File: config.mk
export PLATFORM = sky130hd
export DESIGN_NAME = ipbf_ram
export DESIGN_NICKNAME = d
export VERILOG_FILES = /design/src/hdl/ipbf_ram.sv
export SDC_FILE = /design/constraint.sdc
export NUM_CORES = 2
export LEC_CHECK = 0
export ABC_AREA = 1
export BUFFER_PORTS_ARGS = -buffer_cell sky130_fd_sc_hd__buf_2
export CAP_MARGIN = 20
export CELL_PAD_IN_SITES_DETAIL_PLACEMENT = 0
export CELL_PAD_IN_SITES_GLOBAL_PLACEMENT = 2
export CORE_UTILIZATION = 48
export CTS_CLUSTER_DIAMETER = 50
export DETAILED_ROUTE_END_ITERATION = 10
export GPL_TIMING_DRIVEN = 0
export MAX_ROUTING_LAYER = met4
export PLACE_DENSITY_LB_ADDON = 0.1
export SLEW_MARGIN = 5
export SYNTH_ARGS = -nofsm -noshare
export SYNTH_HDL_FRONTEND = slang
export SYNTH_SLANG_ARGS = --single-unit
export TNS_END_PERCENT = 1
File: constraint.sdc
create_clock -name i_clk -period 4.6 [get_ports i_clk]
set_input_delay 1.38 -clock i_clk [delete_from_list [all_inputs] [get_ports i_clk]]
set_output_delay 1.38 -clock i_clk [all_outputs]
set_load 0.005 [all_outputs]
File: src/hdl/ipbf_ram.sv
module ipbf_ram #(
    parameter int WIDTH = 8,
    parameter int DEPTH = 256
) (
    input  logic                     i_clk,
    input  logic                     i_we,
    input  logic [$clog2(DEPTH)-1:0] i_waddr,
    input  logic [WIDTH-1:0]         i_wdata,
    input  logic [$clog2(DEPTH)-1:0] i_raddr,
    output logic [WIDTH-1:0]         o_rdata
);
    logic [WIDTH-1:0] r_mem [DEPTH];

    always_ff @(posedge i_clk) begin
        if (i_we) begin
            r_mem[i_waddr] <= i_wdata;
        end
        o_rdata <= r_mem[i_raddr];
    end
endmodule

==> flow_summary.ini <==
[outcome]
status = complete, no violations

[synth]
synthSimpleGateAreaFrac_pct = 22.9
synth_compound_area_share_pct = 0
synth_warnings = 0
yosysMostFrequentCell = nand2_1
seq_area_frac_synth_pct = 73.9
ys_types = 14
synth_common_cells = nand2_1, edfxtp_1, nand3_1
synth-edff-count = 2048
post_synth_mux_area_share_pct = 0
syn_inst = 7003
synthAdderAreaFrac_pct = 0
synth_top_family_by_area = simple AND/OR/NAND/NOR gates
ys.flop_type = edfxtp_1
synthArstFlopShare_pct = 0
syn_nets = 7029
ys_ff_latch = 2056
synth.area.top_cells = edfxtp_1, nand3_1, nand2_1
synth-xor-area-share_pct = 0
syn-cell-area_um2 = 83400
yosysTopAreaCell = edfxtp_1
synth_top_area_share_pct = 73.7
avgSynthCellArea_um2 = 11.9

[floorplanning]
ioPinCount = 34
die_y_um = 419
coreArea_um2 = 172000
dieArea_um2 = 175000
die_w_um = 419
start_util_pct = 48.5
row_count = 152

[worst_setup_path]
crit_type = input pin to flip-flop
cp.required_ns = 5.32
reg2reg_slack_ns = 2.23
end_kind = flip-flop
arrival_ns = 5.23
path_max_fanout = 10
worstSetupStartpointType = input pin

[clock_tree]
clk_path_buf_depth = 3
clkTransAtPathRegs_ns = 0.06
postCtsResizedCells = 0
postCtsHoldBufs = 0
clock_latency_ns = 0.87
cts-root-buf = clkbuf_16
tritoncts = yes
cts_buffers = 221
post_cts_buffers = 0
clock-sinks = 2056
cts_htree_levels = 4

[global_route]
met1_usage_pct = 53.0
grt_busiest_layer = met2
grt_overflow = 0
grt_use_met3_pct = 11.5
grt_use_met2_pct = 60.6
grtUsageTotal_pct = 42.2
grt_max_degree = 148
antenna_found_initial = 26
grt_pass1_wl_um = 477000
first_global_vias = 55800

[place]
place_inst = 9439
dp_hpwl_um = 250000
gp_congestion = 1.05
portBuffers = 26

[drt]
wl_per_cell_um = 36.5
drc = 0
viasPerCell = 6.24
antenna_left = 0
wirelength_um = 361000
first_pass_iters = 9
drt_iter0_drc = 9663
vias = 61700

[cells_and_area]
drive_above_1_share_pct = 11.0
fillers = 14600
area_delta_synth_final_pct = 14.1
layout.nets = 7397
stdcell_count = 9886

[timing]
rsz0062_at_grt = no
min_period_over_period_pct = 98.0
max_freq_mhz = 222
fin_worst_skew_ns = 0.0295
finalSetupViolations = 0
min_period_ns = 4.51
tns_ns = 0
max_slew_margin_pct = 12.2
whs_ns = 0.830
slew_viol_final = 0
hold_viol = 0
worst_pin_slew_ns = 1.31

[pwr]
total_power_mw = 41.0
ir_drop_mv = 0.437
total_leakage_power_nw = 33.5
power_density_nw_per_um2 = 431

[run]
cap_violations = 0

[min_path]
min_path_type = input pin to flip-flop
final timing paths:
kind	startpoint	endpoint	depth (start not counted)
max	i_raddr[1]	o_rdata[4]	12
min	i_wdata[4]	r_mem[103][4]	1
max reg2reg	r_mem[222][1]	o_rdata[1]	10
min reg2reg	r_mem[156][0]	o_rdata[0]	10
critical path: stages:
cell	delay (ns)
buf_4	0.33
clkbuf_1	0.83
buf_2	0.83
nand3_1	0.17
nand3_1	0.15
nand3_1	0.17
nand3_1	0.25
nand3_1	0.20
nand3_1	0.31
nand2_1	0.10
nand2_1	0.26
nand2_1	0.19
layer usage:
layer	wire length (um)	part of all wire [%]	vias up
met3	43700	12	941
li1	-	-	25700
met4	26800	7.4	0
met1	133000	37	30800
met2	157000	44	4270
met5	0	0	-
cell usage in the layout (no fill, tap or decap), drive strengths merged:
master / netlist / final
nand2: 2123 / 2123
edfxtp: 2048 / 2048
nand3: 2019 / 2019
buf: 371 / 513
clkbuf: 112 / 392
nor2: 283 / 283
clkinv: 0 / 86
inv: 39 / 54
diode: 0 / 26
bufinv: 0 / 12
clkinvlp: 0 / 12
dfxtp: 8 / 8
layout make-up:
type | instances | area (um^2) | area share [%]
timing repair buffer | 145 | 1890 | 1.99
sequential | 2056 | 61700 | 64.8
clock buffer | 277 | 5830 | 6.13
antenna | 26 | 65.1 | 0.0684
clock inverter | 125 | 986 | 1.04
buffer | 483 | 2480 | 2.61
multi-input combinational | 4425 | 19200 | 20.2
tap | 2310 | 2890 | 3.04
inverter | 39 | 149 | 0.156
state kept, by name, indices dropped and copies added, names as in the netlist:
signal   cells
o_rdata      8
r_mem     2048
kinds of logic after synthesis:
logic type | Yosys count
buffers and inverters | 522
DFF | 2056
and+or+nand+nor | 4425
power by group:
| part | internal, mW | switching (mW) |
|---|---|---|
| registers | 20.7 | 0.0116 |
| logic | 0.657 | 2.54 |
| clock network | 9.62 | 7.53 |
| total | 30.9 | 10.1 |
stage by stage:
stage | setup WS (ns) | utilization [%] | area, um^2
after floorplan | 1.73 | - | 83400
after global placement | -1.71 | 50.2 | 86400
after detailed placement | -0.519 | 51.1 | 88000
after CTS | 0.397 | 55.1 | 94900
after global routing | 0.326 | 55.3 | 95100
final | 0.0899 | 55.3 | 95100
Power figures use the tool's default switching activity.
